==> config.mk <==
export PLATFORM = sky130hd
export DESIGN_NAME = rgb_led_fade_dimmer_flat
export DESIGN_NICKNAME = d
export VERILOG_FILES = /design/src/rtl/rld_pkg.sv /design/src/rtl/rld_if.sv /design/src/rtl/rgb_led_fade_dimmer.sv /design/src/rtl/rld_front.sv /design/src/rtl/rld_queue.sv /design/src/rtl/rld_div.sv /design/src/rtl/rld_back.sv /design/src/flat_wrapper.sv
export SDC_FILE = /design/constraint.sdc
export NUM_CORES = 1
export LEC_CHECK = 0
export ABC_AREA = 1
export CAP_MARGIN = 20
export CORE_MARGIN = 2
export CORE_UTILIZATION = 60
export CTS_CLUSTER_SIZE = 30
export DETAILED_ROUTE_END_ITERATION = 6
export DONT_BUFFER_PORTS = 1
export PLACE_DENSITY = 0.74
export SLEW_MARGIN = 0
export SYNTH_ARGS = -nofsm -noshare
export SYNTH_HDL_FRONTEND = slang
export SYNTH_SLANG_ARGS = --single-unit
==> constraint.sdc <==
create_clock -name clk -period 8.5 [get_ports clk]
set_input_delay 0 -clock clk [delete_from_list [all_inputs] [get_ports clk]]
set_output_delay 0 -clock clk [all_outputs]
set_load 0.02 [all_outputs]
==> src/rtl/rld_pkg.sv <==
// Shared types and constants of the RGB LED fade dimmer
package rld_pkg;

  localparam int LEVEL_WIDTH_DEF = 8;
  localparam int BYTE_W          = 8;
  localparam int COLOR_W         = 24;
  localparam int BRIGHT_W        = 4;
  localparam int FRAMES_W        = 6;
  localparam int CMD_W           = 3;
  localparam int CFG_IDX_W       = 2;
  localparam int CFG_DATA_W      = 6;
  localparam int Q_DEPTH         = 2;

  localparam logic [BRIGHT_W-1:0] BRIGHT_MAX_RST  = 4'd5;
  localparam logic [FRAMES_W-1:0] ANIM_FRAMES_RST = 6'd14;
  localparam logic                FADE_ENABLE_RST = 1'b1;
  localparam logic [BRIGHT_W-1:0] BRIGHTNESS_RST  = 4'd5;
  localparam logic [COLOR_W-1:0]  COLOR_RST       = 24'h9C27B0;
  localparam logic [COLOR_W-1:0]  COLOR_BLACK     = 24'h000000;

  localparam logic [CFG_IDX_W-1:0] CFG_BRIGHT_MAX  = 2'd0;
  localparam logic [CFG_IDX_W-1:0] CFG_ANIM_FRAMES = 2'd1;
  localparam logic [CFG_IDX_W-1:0] CFG_FADE_ENABLE = 2'd2;

  typedef enum logic [CMD_W-1:0] {
    CMD_SET_COLOR  = 3'd0,
    CMD_ON         = 3'd1,
    CMD_OFF        = 3'd2,
    CMD_TOGGLE     = 3'd3,
    CMD_SET_BRIGHT = 3'd4,
    CMD_UP         = 3'd5,
    CMD_DOWN       = 3'd6,
    CMD_WHITE      = 3'd7
  } cmd_t;

  typedef enum logic {
    OP_SHOW  = 1'b0,
    OP_WHITE = 1'b1
  } op_t;

  // One classified command as it waits between the front and the back
  typedef struct packed {
    op_t                 op;
    logic [COLOR_W-1:0]  rgb;
    logic [BRIGHT_W-1:0] brightness;
    logic                white;
  } job_t;

endpackage

==> src/rtl/rld_if.sv <==
// Command and frame channel interfaces of the RGB LED fade dimmer
interface rld_cmd_if import rld_pkg::*; ();
  logic                valid;
  logic                ready;
  logic [CMD_W-1:0]    cmd;
  logic [COLOR_W-1:0]  color;
  logic [BRIGHT_W-1:0] level;

  modport source (output valid, output cmd, output color, output level, input ready);
  modport sink   (input valid, input cmd, input color, input level, output ready);
endinterface

interface rld_frame_if import rld_pkg::*; #(parameter int LW = LEVEL_WIDTH_DEF) ();
  logic          valid;
  logic          ready;
  logic [LW-1:0] red;
  logic [LW-1:0] green;
  logic [LW-1:0] blue;
  logic [LW-1:0] white;
  logic          last;

  modport source (output valid, output red, output green, output blue, output white,
                  output last, input ready);
  modport sink   (input valid, input red, input green, input blue, input white,
                  input last, output ready);
endinterface

==> src/rtl/rgb_led_fade_dimmer.sv <==
// Top level of the RGB LED fade dimmer: configuration registers and block wiring
//
// Each command transfer on in_ch produces one or more frame transfers on out_ch,
// the final one flagged with last. Set colour, on, off, toggle, set brightness,
// up and down compute a target level per channel as (colour byte / bright_max)
// times brightness, saturated at full scale; with fade_enable set and a nonzero
// anim_frames they first emit anim_frames intermediate frames stepping from the
// present levels towards the target, then the exact target frame. White toggle
// emits a single frame at once. A decoder at the front updates lamp, brightness,
// colour and white state as each command is accepted and queues a job (two deep);
// the frame generator behind it works through the queue, so commands are taken
// while frames are still stalled. One shared restoring divider, one quotient bit
// per cycle over max(8, LEVEL_WIDTH) bits, sets the pace: a colour job divides
// for the target of each channel and, when fading, for the fade step of each
// channel, then sends its frames, each held while out_ch is not ready. A white
// toggle needs no division. Configuration writes on cfg_* take effect at once
// and are meant for times when no command is in flight.
module rgb_led_fade_dimmer import rld_pkg::*; #(
  parameter int LEVEL_WIDTH = LEVEL_WIDTH_DEF
) (
  input  logic                  clk,
  input  logic                  rst_n,
  rld_cmd_if.sink               in_ch,
  rld_frame_if.source           out_ch,
  input  logic                  cfg_we,
  input  logic [CFG_IDX_W-1:0]  cfg_index,
  input  logic [CFG_DATA_W-1:0] cfg_wdata
);

  // configuration registers
  logic [BRIGHT_W-1:0] bright_max_r;
  logic [FRAMES_W-1:0] anim_frames_r;
  logic                fade_enable_r;

  // decoder to queue, queue to frame generator
  logic push;
  job_t push_job;
  logic q_full;
  logic q_pop;
  job_t q_job;
  logic q_valid;

  // register writes; an index past the list is dropped
  always_ff @(posedge clk) begin
    if (!rst_n) begin
      bright_max_r  <= BRIGHT_MAX_RST;
      anim_frames_r <= ANIM_FRAMES_RST;
      fade_enable_r <= FADE_ENABLE_RST;
    end else if (cfg_we) begin
      unique case (cfg_index)
        CFG_BRIGHT_MAX:  bright_max_r  <= cfg_wdata[BRIGHT_W-1:0];
        CFG_ANIM_FRAMES: anim_frames_r <= cfg_wdata[FRAMES_W-1:0];
        CFG_FADE_ENABLE: fade_enable_r <= cfg_wdata[0];
        default: begin
          fade_enable_r <= fade_enable_r;
        end
      endcase
    end
  end

  // classify each command and advance the lamp state
  rld_front u_front (
    .clk        (clk),
    .rst_n      (rst_n),
    .in_ch      (in_ch),
    .bright_max (bright_max_r),
    .q_full     (q_full),
    .push       (push),
    .push_job   (push_job)
  );

  // hold jobs so the decoder keeps taking transfers while frames stall
  rld_queue u_queue (
    .clk       (clk),
    .rst_n     (rst_n),
    .push      (push),
    .push_job  (push_job),
    .full      (q_full),
    .pop       (q_pop),
    .pop_job   (q_job),
    .not_empty (q_valid)
  );

  // compute targets, fade steps and drive the frame channel
  rld_back #(.LEVEL_WIDTH(LEVEL_WIDTH)) u_back (
    .clk         (clk),
    .rst_n       (rst_n),
    .q_valid     (q_valid),
    .q_job       (q_job),
    .q_pop       (q_pop),
    .bright_max  (bright_max_r),
    .anim_frames (anim_frames_r),
    .fade_enable (fade_enable_r),
    .out_ch      (out_ch)
  );

endmodule

==> src/rtl/rld_front.sv <==
// Command decoder: keeps lamp, brightness, colour and white state, queues jobs
module rld_front import rld_pkg::*; (
  input  logic                clk,
  input  logic                rst_n,
  rld_cmd_if.sink             in_ch,
  input  logic [BRIGHT_W-1:0] bright_max,
  input  logic                q_full,
  output logic                push,
  output job_t                push_job
);

  logic                lamp_on_r, lamp_on_nxt;
  logic [BRIGHT_W-1:0] brightness_r, brightness_nxt;
  logic [COLOR_W-1:0]  color_r, color_nxt;
  logic                white_on_r, white_on_nxt;
  logic [BRIGHT_W:0]   bright_inc;
  op_t                 op;
  logic [COLOR_W-1:0]  rgb;

  assign in_ch.ready = !q_full;
  assign push        = in_ch.valid && !q_full;

  always_comb begin
    lamp_on_nxt    = lamp_on_r;
    brightness_nxt = brightness_r;
    color_nxt      = color_r;
    white_on_nxt   = white_on_r;
    op             = OP_SHOW;
    rgb            = color_r;
    bright_inc     = {1'b0, brightness_r} + (BRIGHT_W+1)'(1);
    unique case (cmd_t'(in_ch.cmd))
      CMD_SET_COLOR: begin
        rgb = in_ch.color;
        // black shows dark but keeps the remembered colour
        if (in_ch.color != COLOR_BLACK) begin
          color_nxt = in_ch.color;
        end
      end
      CMD_ON: begin
        lamp_on_nxt = 1'b1;
      end
      CMD_OFF: begin
        lamp_on_nxt = 1'b0;
        rgb         = COLOR_BLACK;
      end
      CMD_TOGGLE: begin
        lamp_on_nxt = !lamp_on_r;
        if (lamp_on_r) begin
          rgb = COLOR_BLACK;
        end
      end
      CMD_SET_BRIGHT: begin
        brightness_nxt = in_ch.level;
      end
      CMD_UP: begin
        if (bright_inc >= {1'b0, bright_max}) begin
          brightness_nxt = bright_max;
        end else begin
          brightness_nxt = bright_inc[BRIGHT_W-1:0];
        end
      end
      CMD_DOWN: begin
        if (brightness_r <= BRIGHT_W'(2)) begin
          brightness_nxt = BRIGHT_W'(1);
        end else begin
          brightness_nxt = brightness_r - BRIGHT_W'(1);
        end
      end
      CMD_WHITE: begin
        white_on_nxt = !white_on_r;
        op           = OP_WHITE;
      end
      default: begin
        op = OP_SHOW;
      end
    endcase
    push_job.op         = op;
    push_job.rgb        = rgb;
    push_job.brightness = brightness_nxt;
    push_job.white      = white_on_nxt;
  end

  always_ff @(posedge clk) begin
    if (!rst_n) begin
      lamp_on_r    <= 1'b1;
      brightness_r <= BRIGHTNESS_RST;
      color_r      <= COLOR_RST;
      white_on_r   <= 1'b0;
    end else if (push) begin
      lamp_on_r    <= lamp_on_nxt;
      brightness_r <= brightness_nxt;
      color_r      <= color_nxt;
      white_on_r   <= white_on_nxt;
    end
  end

endmodule

==> src/rtl/rld_queue.sv <==
// Short job queue between the command decoder and the frame generator
module rld_queue import rld_pkg::*; (
  input  logic clk,
  input  logic rst_n,
  input  logic push,
  input  job_t push_job,
  output logic full,
  input  logic pop,
  output job_t pop_job,
  output logic not_empty
);

  localparam int PW = (Q_DEPTH > 1) ? $clog2(Q_DEPTH) : 1;
  localparam int CW = $clog2(Q_DEPTH + 1);

  job_t            slot_r [Q_DEPTH];
  logic [PW-1:0]   wr_r;
  logic [PW-1:0]   rd_r;
  logic [CW-1:0]   cnt_r;

  assign full      = (cnt_r == CW'(Q_DEPTH));
  assign not_empty = (cnt_r != '0);
  assign pop_job   = slot_r[rd_r];

  always_ff @(posedge clk) begin
    if (push) begin
      slot_r[wr_r] <= push_job;
    end
  end

  always_ff @(posedge clk) begin
    if (!rst_n) begin
      wr_r  <= '0;
      rd_r  <= '0;
      cnt_r <= '0;
    end else begin
      if (push) begin
        wr_r <= (wr_r == PW'(Q_DEPTH - 1)) ? '0 : wr_r + PW'(1);
      end
      if (pop) begin
        rd_r <= (rd_r == PW'(Q_DEPTH - 1)) ? '0 : rd_r + PW'(1);
      end
      cnt_r <= cnt_r + CW'(push) - CW'(pop);
    end
  end

endmodule

==> src/rtl/rld_div.sv <==
// Restoring divider, one quotient bit per cycle
module rld_div #(
  parameter int DW = 8,
  parameter int VW = 6
) (
  input  logic          clk,
  input  logic          rst_n,
  input  logic          start,
  input  logic [DW-1:0] dividend,
  input  logic [VW-1:0] divisor,
  output logic          busy,
  output logic          done,
  output logic [DW-1:0] quotient
);

  localparam int CW = $clog2(DW + 1);

  logic [CW-1:0] cnt_r;
  logic          busy_r;
  logic          done_r;
  logic [DW-1:0] q_r;
  logic [VW-1:0] rem_r;
  logic [VW-1:0] d_r;
  logic [VW:0]   shifted;
  logic [VW:0]   trial;
  logic          fits;

  assign shifted  = {rem_r, q_r[DW-1]};
  assign trial    = shifted - {1'b0, d_r};
  assign fits     = (shifted >= {1'b0, d_r});
  assign busy     = busy_r;
  assign done     = done_r;
  assign quotient = q_r;

  always_ff @(posedge clk) begin
    if (!rst_n) begin
      busy_r <= 1'b0;
      done_r <= 1'b0;
      cnt_r  <= '0;
    end else begin
      done_r <= 1'b0;
      if (start) begin
        busy_r <= 1'b1;
        cnt_r  <= CW'(DW);
        q_r    <= dividend;
        rem_r  <= '0;
        d_r    <= divisor;
      end else if (busy_r) begin
        q_r   <= {q_r[DW-2:0], fits};
        rem_r <= fits ? trial[VW-1:0] : shifted[VW-1:0];
        cnt_r <= cnt_r - CW'(1);
        if (cnt_r == CW'(1)) begin
          busy_r <= 1'b0;
          done_r <= 1'b1;
        end
      end
    end
  end

endmodule

==> src/rtl/rld_back.sv <==
// Frame generator: target levels, fade steps and frame output
module rld_back import rld_pkg::*; #(
  parameter int LEVEL_WIDTH = LEVEL_WIDTH_DEF
) (
  input  logic                clk,
  input  logic                rst_n,
  input  logic                q_valid,
  input  job_t                q_job,
  output logic                q_pop,
  input  logic [BRIGHT_W-1:0] bright_max,
  input  logic [FRAMES_W-1:0] anim_frames,
  input  logic                fade_enable,
  rld_frame_if.source         out_ch
);

  localparam int W      = LEVEL_WIDTH;
  localparam int DW     = (W > BYTE_W) ? W : BYTE_W;
  localparam int PRODW  = BYTE_W + BRIGHT_W;
  localparam int SW     = (W > PRODW) ? W : PRODW;
  localparam int NCH    = 3;

  typedef enum logic [2:0] {
    S_IDLE, S_TDIV, S_TWAIT, S_FDIV, S_FWAIT, S_FRAME, S_LAST, S_WHITE
  } state_t;

  state_t              state_r;
  logic [1:0]          ch_r;
  logic [FRAMES_W-1:0] cnt_r;
  job_t                job_r;
  logic [W-1:0]        level_r [NCH];
  logic [W-1:0]        tgt_r   [NCH];
  logic [W-1:0]        cur_r   [NCH];
  logic [W-1:0]        step_r  [NCH];
  logic                neg_r   [NCH];
  logic                out_valid_r;
  logic [W-1:0]        out_red_r;
  logic [W-1:0]        out_green_r;
  logic [W-1:0]        out_blue_r;
  logic [W-1:0]        out_white_r;
  logic                out_last_r;

  logic                slot_free;
  logic [BYTE_W-1:0]   byte_sel;
  logic [BRIGHT_W-1:0] bm_eff;
  logic [PRODW-1:0]    prod;
  logic [SW-1:0]       prod_ext;
  logic [W-1:0]        sat;
  logic [W:0]          diff;
  logic [W-1:0]        mag;
  logic [W-1:0]        cur_nxt [NCH];
  logic [W-1:0]        white_lvl;
  logic                div_start;
  logic [DW-1:0]       div_dividend;
  logic [FRAMES_W-1:0] div_divisor;
  logic                div_busy;
  logic                div_done;
  logic [DW-1:0]       div_q;

  rld_div #(.DW(DW), .VW(FRAMES_W)) u_div (
    .clk      (clk),
    .rst_n    (rst_n),
    .start    (div_start),
    .dividend (div_dividend),
    .divisor  (div_divisor),
    .busy     (div_busy),
    .done     (div_done),
    .quotient (div_q)
  );

  assign slot_free = !out_valid_r || out_ch.ready;
  assign q_pop     = (state_r == S_IDLE) && q_valid;
  assign white_lvl = job_r.white ? {W{1'b1}} : '0;

  always_comb begin
    case (ch_r)
      2'd0:    byte_sel = job_r.rgb[23:16];
      2'd1:    byte_sel = job_r.rgb[15:8];
      default: byte_sel = job_r.rgb[7:0];
    endcase
    bm_eff   = (bright_max == '0) ? BRIGHT_W'(1) : bright_max;
    prod     = div_q[BYTE_W-1:0] * job_r.brightness;
    prod_ext = SW'(prod);
    sat      = (prod_ext > SW'({W{1'b1}})) ? {W{1'b1}} : prod_ext[W-1:0];
    diff     = {1'b0, level_r[ch_r]} - {1'b0, tgt_r[ch_r]};
    mag      = diff[W] ? (~diff[W-1:0] + W'(1)) : diff[W-1:0];
    for (int c = 0; c < NCH; c++) begin
      cur_nxt[c] = neg_r[c] ? cur_r[c] + step_r[c] : cur_r[c] - step_r[c];
    end
    div_start    = (state_r == S_TDIV) || (state_r == S_FDIV);
    div_dividend = (state_r == S_FDIV) ? DW'(mag) : DW'(byte_sel);
    div_divisor  = (state_r == S_FDIV) ? anim_frames : FRAMES_W'(bm_eff);
  end

  always_ff @(posedge clk) begin
    if (!rst_n) begin
      state_r     <= S_IDLE;
      ch_r        <= '0;
      cnt_r       <= '0;
      out_valid_r <= 1'b0;
      for (int c = 0; c < NCH; c++) begin
        level_r[c] <= '0;
      end
    end else begin
      if (out_ch.ready) begin
        out_valid_r <= 1'b0;
      end
      unique case (state_r)
        S_IDLE: begin
          if (q_valid) begin
            job_r   <= q_job;
            ch_r    <= '0;
            state_r <= (q_job.op == OP_WHITE) ? S_WHITE : S_TDIV;
          end
        end
        S_TDIV: begin
          state_r <= S_TWAIT;
        end
        S_TWAIT: begin
          if (div_done) begin
            tgt_r[ch_r] <= sat;
            if (ch_r == 2'd2) begin
              ch_r    <= '0;
              state_r <= (fade_enable && anim_frames != '0) ? S_FDIV : S_LAST;
            end else begin
              ch_r    <= ch_r + 2'd1;
              state_r <= S_TDIV;
            end
          end
        end
        S_FDIV: begin
          neg_r[ch_r] <= diff[W];
          cur_r[ch_r] <= level_r[ch_r];
          state_r     <= S_FWAIT;
        end
        S_FWAIT: begin
          if (div_done) begin
            step_r[ch_r] <= div_q[W-1:0];
            if (ch_r == 2'd2) begin
              cnt_r   <= FRAMES_W'(1);
              state_r <= S_FRAME;
            end else begin
              ch_r    <= ch_r + 2'd1;
              state_r <= S_FDIV;
            end
          end
        end
        S_FRAME: begin
          if (slot_free) begin
            out_valid_r <= 1'b1;
            out_red_r   <= cur_nxt[0];
            out_green_r <= cur_nxt[1];
            out_blue_r  <= cur_nxt[2];
            out_white_r <= white_lvl;
            out_last_r  <= 1'b0;
            for (int c = 0; c < NCH; c++) begin
              cur_r[c] <= cur_nxt[c];
            end
            if (cnt_r == anim_frames) begin
              state_r <= S_LAST;
            end else begin
              cnt_r <= cnt_r + FRAMES_W'(1);
            end
          end
        end
        S_LAST: begin
          if (slot_free) begin
            out_valid_r <= 1'b1;
            out_red_r   <= tgt_r[0];
            out_green_r <= tgt_r[1];
            out_blue_r  <= tgt_r[2];
            out_white_r <= white_lvl;
            out_last_r  <= 1'b1;
            for (int c = 0; c < NCH; c++) begin
              level_r[c] <= tgt_r[c];
            end
            state_r <= S_IDLE;
          end
        end
        S_WHITE: begin
          if (slot_free) begin
            out_valid_r <= 1'b1;
            out_red_r   <= level_r[0];
            out_green_r <= level_r[1];
            out_blue_r  <= level_r[2];
            out_white_r <= white_lvl;
            out_last_r  <= 1'b1;
            state_r     <= S_IDLE;
          end
        end
        default: begin
          state_r <= S_IDLE;
        end
      endcase
    end
  end

  assign out_ch.valid = out_valid_r;
  assign out_ch.red   = out_red_r;
  assign out_ch.green = out_green_r;
  assign out_ch.blue  = out_blue_r;
  assign out_ch.white = out_white_r;
  assign out_ch.last  = out_last_r;

  a_div_start_idle: assert property (@(posedge clk) disable iff (!rst_n)
    div_start |-> !div_busy)
    else $error("divider started while busy");

  a_pop_not_empty: assert property (@(posedge clk) disable iff (!rst_n)
    q_pop |-> q_valid)
    else $error("job taken from an empty queue");

  a_frame_count: assert property (@(posedge clk) disable iff (!rst_n)
    (state_r == S_FRAME) |-> (cnt_r != '0 && cnt_r <= anim_frames))
    else $error("fade frame count out of range");

  a_final_frame: assert property (@(posedge clk) disable iff (!rst_n)
    (state_r == S_LAST && slot_free) |=> (out_valid_r && out_last_r))
    else $error("final frame not presented with last");

  a_levels_hold: assert property (@(posedge clk) disable iff (!rst_n)
    (state_r != S_LAST) |=>
      ($stable(level_r[0]) && $stable(level_r[1]) && $stable(level_r[2])))
    else $error("channel levels changed before the final frame");

endmodule
==> src/flat_wrapper.sv <==
// flat-port wrapper written by rule: the top's interface ports become plain ports
module rgb_led_fade_dimmer_flat import rld_pkg::*;
#(
  parameter int LEVEL_WIDTH = LEVEL_WIDTH_DEF
)
  (clk, rst_n, cfg_we, cfg_index, cfg_wdata, in_ch_valid, in_ch_cmd, in_ch_color, in_ch_level, in_ch_ready, out_ch_valid, out_ch_red, out_ch_green, out_ch_blue, out_ch_white, out_ch_last, out_ch_ready);
  rld_cmd_if in_ch_i ();
  rld_frame_if out_ch_i ();
  input  logic clk;
  input  logic rst_n;
  input  logic cfg_we;
  input  logic [CFG_IDX_W-1:0] cfg_index;
  input  logic [CFG_DATA_W-1:0] cfg_wdata;
  input wire logic [$bits(in_ch_i.valid)-1:0] in_ch_valid;
  input wire logic [$bits(in_ch_i.cmd)-1:0] in_ch_cmd;
  input wire logic [$bits(in_ch_i.color)-1:0] in_ch_color;
  input wire logic [$bits(in_ch_i.level)-1:0] in_ch_level;
  output wire logic [$bits(in_ch_i.ready)-1:0] in_ch_ready;
  output wire logic [$bits(out_ch_i.valid)-1:0] out_ch_valid;
  output wire logic [$bits(out_ch_i.red)-1:0] out_ch_red;
  output wire logic [$bits(out_ch_i.green)-1:0] out_ch_green;
  output wire logic [$bits(out_ch_i.blue)-1:0] out_ch_blue;
  output wire logic [$bits(out_ch_i.white)-1:0] out_ch_white;
  output wire logic [$bits(out_ch_i.last)-1:0] out_ch_last;
  input wire logic [$bits(out_ch_i.ready)-1:0] out_ch_ready;
  assign in_ch_i.valid = in_ch_valid;
  assign in_ch_i.cmd = in_ch_cmd;
  assign in_ch_i.color = in_ch_color;
  assign in_ch_i.level = in_ch_level;
  assign in_ch_ready = in_ch_i.ready;
  assign out_ch_valid = out_ch_i.valid;
  assign out_ch_red = out_ch_i.red;
  assign out_ch_green = out_ch_i.green;
  assign out_ch_blue = out_ch_i.blue;
  assign out_ch_white = out_ch_i.white;
  assign out_ch_last = out_ch_i.last;
  assign out_ch_i.ready = out_ch_ready;
  rgb_led_fade_dimmer #(.LEVEL_WIDTH(LEVEL_WIDTH)) u_core (.clk(clk), .rst_n(rst_n), .in_ch(in_ch_i), .out_ch(out_ch_i), .cfg_we(cfg_we), .cfg_index(cfg_index), .cfg_wdata(cfg_wdata));
endmodule
After elaboration in Yosys (flattened, before gate mapping)

Memories as Yosys holds them, arrays and structs flattened. A register that Yosys moved wholly into a read port is not among the register bits.
Cells that the tools add are included.

Bits in registers: 145
RAM bits: 159
Input bits: 44
Word-level logic and storage cells: 241
Memories: 6

Memories:

| memory                | depth | width | rd ports | clocked after memory_dff | write ports | line            | source |
|---|---|---|---|---|---|---|---|
| u_core.u_queue.slot_r | 2     | 30    | 1        | 1                        | 1           | rld_queue.sv:16 | `job_t slot_r [Q_DEPTH];` |
| u_core.u_back.cur_r   | 3     | 8     | 3        | 0                        | 3           | rld_back.sv:32  | `logic [W-1:0] cur_r [NCH];` |
| u_core.u_back.level_r | 3     | 8     | 4        | 1                        | 3           | rld_back.sv:30  | `logic [W-1:0] level_r [NCH];` |
| u_core.u_back.step_r  | 3     | 8     | 3        | 0                        | 1           | rld_back.sv:33  | `logic [W-1:0] step_r [NCH];` |
| u_core.u_back.tgt_r   | 3     | 8     | 4        | 1                        | 1           | rld_back.sv:31  | `logic [W-1:0] tgt_r [NCH];` |
| u_core.u_back.neg_r   | 3     | 1     | 3        | 0                        | 1           | rld_back.sv:34  | `logic neg_r [NCH];` |

Add/sub/neg operators: 18
Multipliers: 1
$lt $le $gt $ge: 4
Equal/unequal tests: 32
Mux-type cells: 102
Bitwise operators: 6
Reduce and logical (&&, ||, !) cells: 42

Operators with widths:

| operator                                                        | count |
|---|---|
| two-way mux 8 bit                                               | 22 |
| one-hot mux 24 bit (3 select lines)                             | 1 |
| one-hot mux 8 bit (3 select lines)                              | 3 |
| two-way mux 1 bit                                               | 36 |
| two-way mux 6 bit                                               | 6 |
| two-way mux 3 bit                                               | 10 |
| adder 8 bit                                                     | 3 |
| equality test 3 bit (second input constant)                     | 8 |
| two-way mux 24 bit                                              | 1 |
| two-way mux 4 bit                                               | 6 |
| nonzero test 24 bit                                             | 1 |
| subtractor 8 bit                                                | 3 |
| one-hot mux 3 bit (7 select lines)                              | 1 |
| two-way mux 2 bit                                               | 10 |
| != test 2 bit (second input constant)                           | 8 |
| one-hot mux 8 bit (2 select lines)                              | 1 |
| AND reduction 5 bit                                             | 3 |
| equality test 3 x 2 -> 1 bit (second input constant)            | 4 |
| greater-than comparator 12 x 8 -> 1 bit (second input constant) | 1 |
| multiplier 8 x 4 -> 12 bit                                      | 1 |
| one-hot mux 4 bit (3 select lines)                              | 1 |
| one-hot mux 6 bit (2 select lines)                              | 1 |
| AND reduction 2 bit                                             | 6 |
| AND reduction 3 bit                                             | 3 |
| other kinds (39)                                                | 65 |

Logic depth before layout (Yosys ltp)

Depth in word-level cells: 8
Mapped depth: 21
Gate-level depth less buffers: 19

Modules after synthesis

Synthesis repeated with hierarchy kept, for this count alone.

Cells, all modules: 1,802
Area, all modules: 16,990.0 um^2

By module, submodules not included:

| module              | times used | cells each | area each (um^2) |
|---|---|---|---|
| rld_back            | 1          | 1,144      | 10,522.6 |
| rld_queue           | 1          | 126        | 2,511.2 |
| rld_front           | 1          | 307        | 2,068.2 |
| rld_div             | 1          | 163        | 1,432.6 |
| rgb_led_fade_dimmer | 1          | 62         | 455.4 |

Worst setup path before layout

Ideal clock, no wire load.

Path kind: flip-flop to flip-flop
Start point: register u_core.u_back.job_r[4] (netlist name)
End point: memory u_core.u_back.tgt_r[0][0] (netlist name), data pin
Setup time: 0.287 ns
Arrival: 2.996 ns
Required time: 8.213 ns
Setup slack: 5.217 ns
Stages on the path, launching flop included: 16
Period minus slack after synthesis: 3.283 ns
Cells stage by stage: edfxtp_1 -> clkbuf_1 -> nand2_1 -> inv_1 -> fa_1 -> inv_1 -> fa_1 -> inv_1 -> ha_1 -> a21oi_1 -> o21ai_1 -> nand2_1 -> nand2_1 -> xor2_1 -> nor2_2 -> nand3_1

Longest elaborated chain between the ends: 3

Ends and longest elaborated chain:

| element                                 | line            | source |
|---|---|---|
| from (decl)                             | rld_back.sv:29  | `job_t job_r;` |
| from (signal assigned)                  | rld_back.sv:110 | `job_r <= q_job;` |
| multiplier 8 x 4 -> 12 bit              | rld_back.sv:81  | `prod = div_q[BYTE_W-1:0] * job_r.brightness;` |
| greater-than comparator 12 x 8 -> 1 bit | rld_back.sv:83  | `sat = (prod_ext > SW'({W{1'b1}})) ? {W{1'b1}} : prod_ext[W-1:0];` |
| two-way mux 8 bit                       | rld_back.sv:83  |  |
| net u_core.u_back.sat[0]                | rld_back.sv:47  | `logic [W-1:0] sat;` |
| to (decl)                               | rld_back.sv:31  |  |

The timed path passes the listed nets, and every way through them passes these cells.

==> impl_metrics.py <==
metrics = {
    "critical_path": {
        "critPathArrivalTime_ns": 4.02,
        "path_max_fanout": 18,
        "r2r_cells": 13,
        "cpMaxStageDelayCell": "dfxtp_1",
        "endpoint_kind": "flop",
        "startpoint_type": "flop",
        "cp_data_required_time_ns": 8.76,
        "critical-path-max-stage-delay_ns": 0.66,
        "path_cells": "clkinv_1, o21ai_0, ha_1, inv_1, fa_1, nand3_1, nand3_1, a21oi_2, nand2_1, nand2_1, nand3_1, o21ai_1, nand2_1",
        "critPathKind": "reg -> reg",
    },
    "pwr": {
        "internal_power_uw": 3547,
        "peakVddDrop_v": 0.0001884,
        "swShare_pct": 36.45,
        "combPwrFrac_pct": 35.3,
        "p_leak_uw": 0.007622,
        "p_clk_share_pct": 26.8,
        "finalPower_uw": 5581,
        "powerDensity_nw_per_um2": 306.0,
        "p_sw_uw": 2035,
        "seq_power_share_pct": 37.9,
    },
    "synth": {
        "yosys_warnings": 0,
        "async_reset_ff_share_pct": 0,
        "syn_nets": 1839,
        "syn_area_sq_um": 16240,
        "yosysTopAreaCell": "edfxtp_1",
        "yosysSeqAreaShare_pct": 52.88,
        "yosysUniqueCellTypes": 51,
        "netlist_instances": 1705,
        "syn_area_per_cell_sq_um": 9.525,
        "yosys-top-cells-area": "edfxtp_1 (45%), dfxtp_1 (8.1%), nand2_1 (7.8%), ha_1 (5.6%), inv_1 (4.9%)",
        "yosys_register_bits": 308,
        "ys.flop_type": "edfxtp_1",
        "synth_edf_count": 242,
        "yosysTopAreaCellShare_pct": 44.75,
    },
    "drt": {
        "drt-vias-per-instance": 5.739,
        "vias": 12172,
        "drt-initial-drc-count": 899,
        "ant_nets": 0,
        "wl_mm": 38.16,
        "wl_per_cell_um": 17.99,
        "drt_pass1_iterations": 5,
        "drc_errors": 0,
    },
    "cts": {
        "cts_buffer_depth": 3,
        "cts_tree": "done",
        "cts-root-buf": "clkbuf_16",
        "postCtsSetupBuffers": 0,
        "cts_buffers": 34,
        "numClockSinks": 308,
        "clock_latency_ns": 0.51,
        "path_clk_slew_ns": 0.06,
        "htree_num_levels": 2,
    },
    "timing": {
        "tightest_slew_ns": 0.8906,
        "max_freq_ghz": 0.2655,
        "post-route-period-util_pct": 44.32,
        "finalClockSkew_ns": 0.01148,
        "period_needed_ns": 3.767,
        "rsz0062_at_grt": "no",
        "slew_headroom_pct": 40.43,
        "maxSlewViolCount": 0,
        "worst_slack_ns": 4.733,
        "tns_ns": 0,
        "final-hold-violation-count": 0,
        "setup_viol": 0,
    },
    "floorplanning": {
        "core_area_sq_um": 26800,
        "io_pins": 79,
        "core.rowCount": 60,
        "die_x_um": 168.5,
        "start_util_pct": 60.60,
        "die_area_sq_um": 28400,
        "die-height_um": 168.5,
    },
    "final_layout": {
        "drive_gt1_share_pct": 7.865,
        "seq_area_sq_um": 8588,
        "fin_util_pct": 68.05,
        "num-fill-cells": 1997,
        "finalNetCount": 1890,
        "synthToLayoutAreaGrowth_pct": 12.30,
        "multiInputGateArea_sq_um": 6538,
        "diodes": 0,
    },
    "placed_design": {
        "hpwlAfterDp_mm": 27.09,
        "post-place-ws_ns": 4.780,
        "port_buffers": 0,
        "globalplace.congestion": 0.9052,
    },
    "grt": {
        "grt_max_degree": 42,
        "grt_util_all_layers_pct": 27.33,
        "grt_pass1_wl_mm": 61.07,
        "grt_pass1_vias": 11592,
        "antenna_found_initial": 1,
        "overflow": 0,
    },
    "hold_path": {
        "hp-class": "in -> reg",
        "hold_depth": 4,
    },
    "outcome": {
        "outcome": "completed",
    },
    "flow_run": {
        "maxCapViolations": 0,
    },
}
flip-flops by register name, indices dropped and copies added (netlist names), 3 cells and up, named ones only:
register                      flops
u_core.u_back.out_ch.blue         8
u_core.u_front.brightness_r       4
u_core.u_back.job_r              29
u_core.u_back.out_ch.red          8
u_core.u_back.level_r            24
u_core.u_back.cnt_r               6
u_core.u_back.tgt_r              32
u_core.bright_max_r               4
u_core.u_front.color_r           24
u_core.anim_frames_r              6
u_core.u_back.u_div.quotient      8
u_core.u_back.out_ch.green        8
u_core.u_back.cur_r              24
u_core.u_back.u_div.rem_r         6
u_core.u_back.neg_r               3
u_core.u_back.step_r             24
u_core.u_back.u_div.cnt_r         4
u_core.u_queue.slot_r            60
u_core.u_back.u_div.d_r           6
u_core.u_back.state_r             3
Yosys cell counts, types with 6 or more instances:
cell / number
nand2_1: 337
edfxtp_1: 242
inv_1: 213
nand3_1: 124
nor2_1: 120
a21oi_1: 112
o21ai_0: 90
ha_1: 73
dfxtp_1: 66
xor2_1: 43
mux2_2: 29
clkbuf_1: 26
a22oi_1: 23
o211ai_1: 21
o21ai_1: 21
nor3_1: 18
fa_1: 17
buf_2: 16
nand4_1: 14
xnor2_1: 12
buf_4: 10
a31oi_1: 7
nand2_2: 7
nor2_2: 7
inv_2: 6
path summary, 6_finish.rpt:
kind                          startpoint                               to  slack [ns]
setup / recovery                    flop  u_core.u_back.u_div.quotient[4]        4.73
setup reg to reg                    flop  u_core.u_back.u_div.quotient[4]        4.73
hold reg to reg   u_core.u_back.job_r[0]    u_core.u_back.out_ch.white[6]        0.45
hold / removal              in_ch_cmd[1]         u_core.u_front.lamp_on_r        0.01
cells by family (layout without fill, tap and decap cells):
| group | after synthesis | after routing | synth area share [%] |
|---|---|---|---|
| AOI/OAI and AO/OA | 297 | 297 | 10.32 |
| xor gates and xnor gates | 55 | 55 | 2.966 |
| adders and majority gates | 90 | 90 | 7.720 |
| buffers and inverters | 280 | 355 | 6.980 |
| DFF | 308 | 308 | 52.88 |
| muxes | 29 | 29 | 2.011 |
| and+or+nand+nor | 646 | 646 | 17.13 |
timing repair:
action | 4_1_cts | 5_1_grt
hold buffers | 59 | 0
endpoints found under the hold margin | 150 | 0
endpoints found under the setup margin | 0 | 0
resized for setup | 0 | 0
power by group through the flow:
stage          registers, uW  clock network (uW)  logic (uW)
2_1_floorplan           2080                   0        1470
4_1_cts                 2110                1520        1950
5_1_grt                 2130                1570        2210
3_3_place_gp            2130                   0        1860
6_report                2120                1500        1970
3_5_place_dp            2140                   0        1910
worst max-delay path: cells and delay by family, from the launching register on:
family | cells | cell delay [ns]
AND/OR/NAND/NOR | 6 | 0.56
flip-flops | 1 | 0.66
AO/OA/AOI/OAI | 3 | 1.05
buffers and inverters | 2 | 0.65
adder cells (fa/ha/maj) | 2 | 0.60
through the flow:
| step | hold WS (ns) | cell area, sq um | instances |
|---|---|---|---|
| after floorplan | 0.1263 | 16240 | 1705 |
| after global placement | 0.08872 | 16490 | 2001 |
| after detailed placement | 0.09676 | 16490 | 2001 |
| after CTS | 0.006508 | 18230 | 2120 |
| after global routing | 0.03351 | 18240 | 2121 |
| final | 0.01156 | 18240 | 2121 |
routing by layer:
layer	GRT usage, %	wire length [um]	share of wire, %
met2	46.97	18570	49
met1	35.20	15720	41
met5	0	13	0.034
met3	3.320	2209	5.8
met4	11.84	1642	4.3
area by class of cell:
type	count	share of cell area, %
sequential	308	47.09
tap	341	2.339
clock inverter	19	1.331
clock buffer	41	4.926
multi-input combinational	1117	35.84
inverter	221	4.562
timing repair buffer	74	3.910
placed cells by master (no fill, tap or decap), types with 58 or more instances in the layout:
cell           netlist  final
nand2_1            337    337
o21ai_0             90     88
nor2_1             120    118
a21oi_1            112    112
dlygate4sd3_1        0     58
dfxtp_1             66     66
nand3_1            124    124
edfxtp_1           242    242
inv_1              213    213
ha_1                73     73
Power figures use the tool's default switching activity.
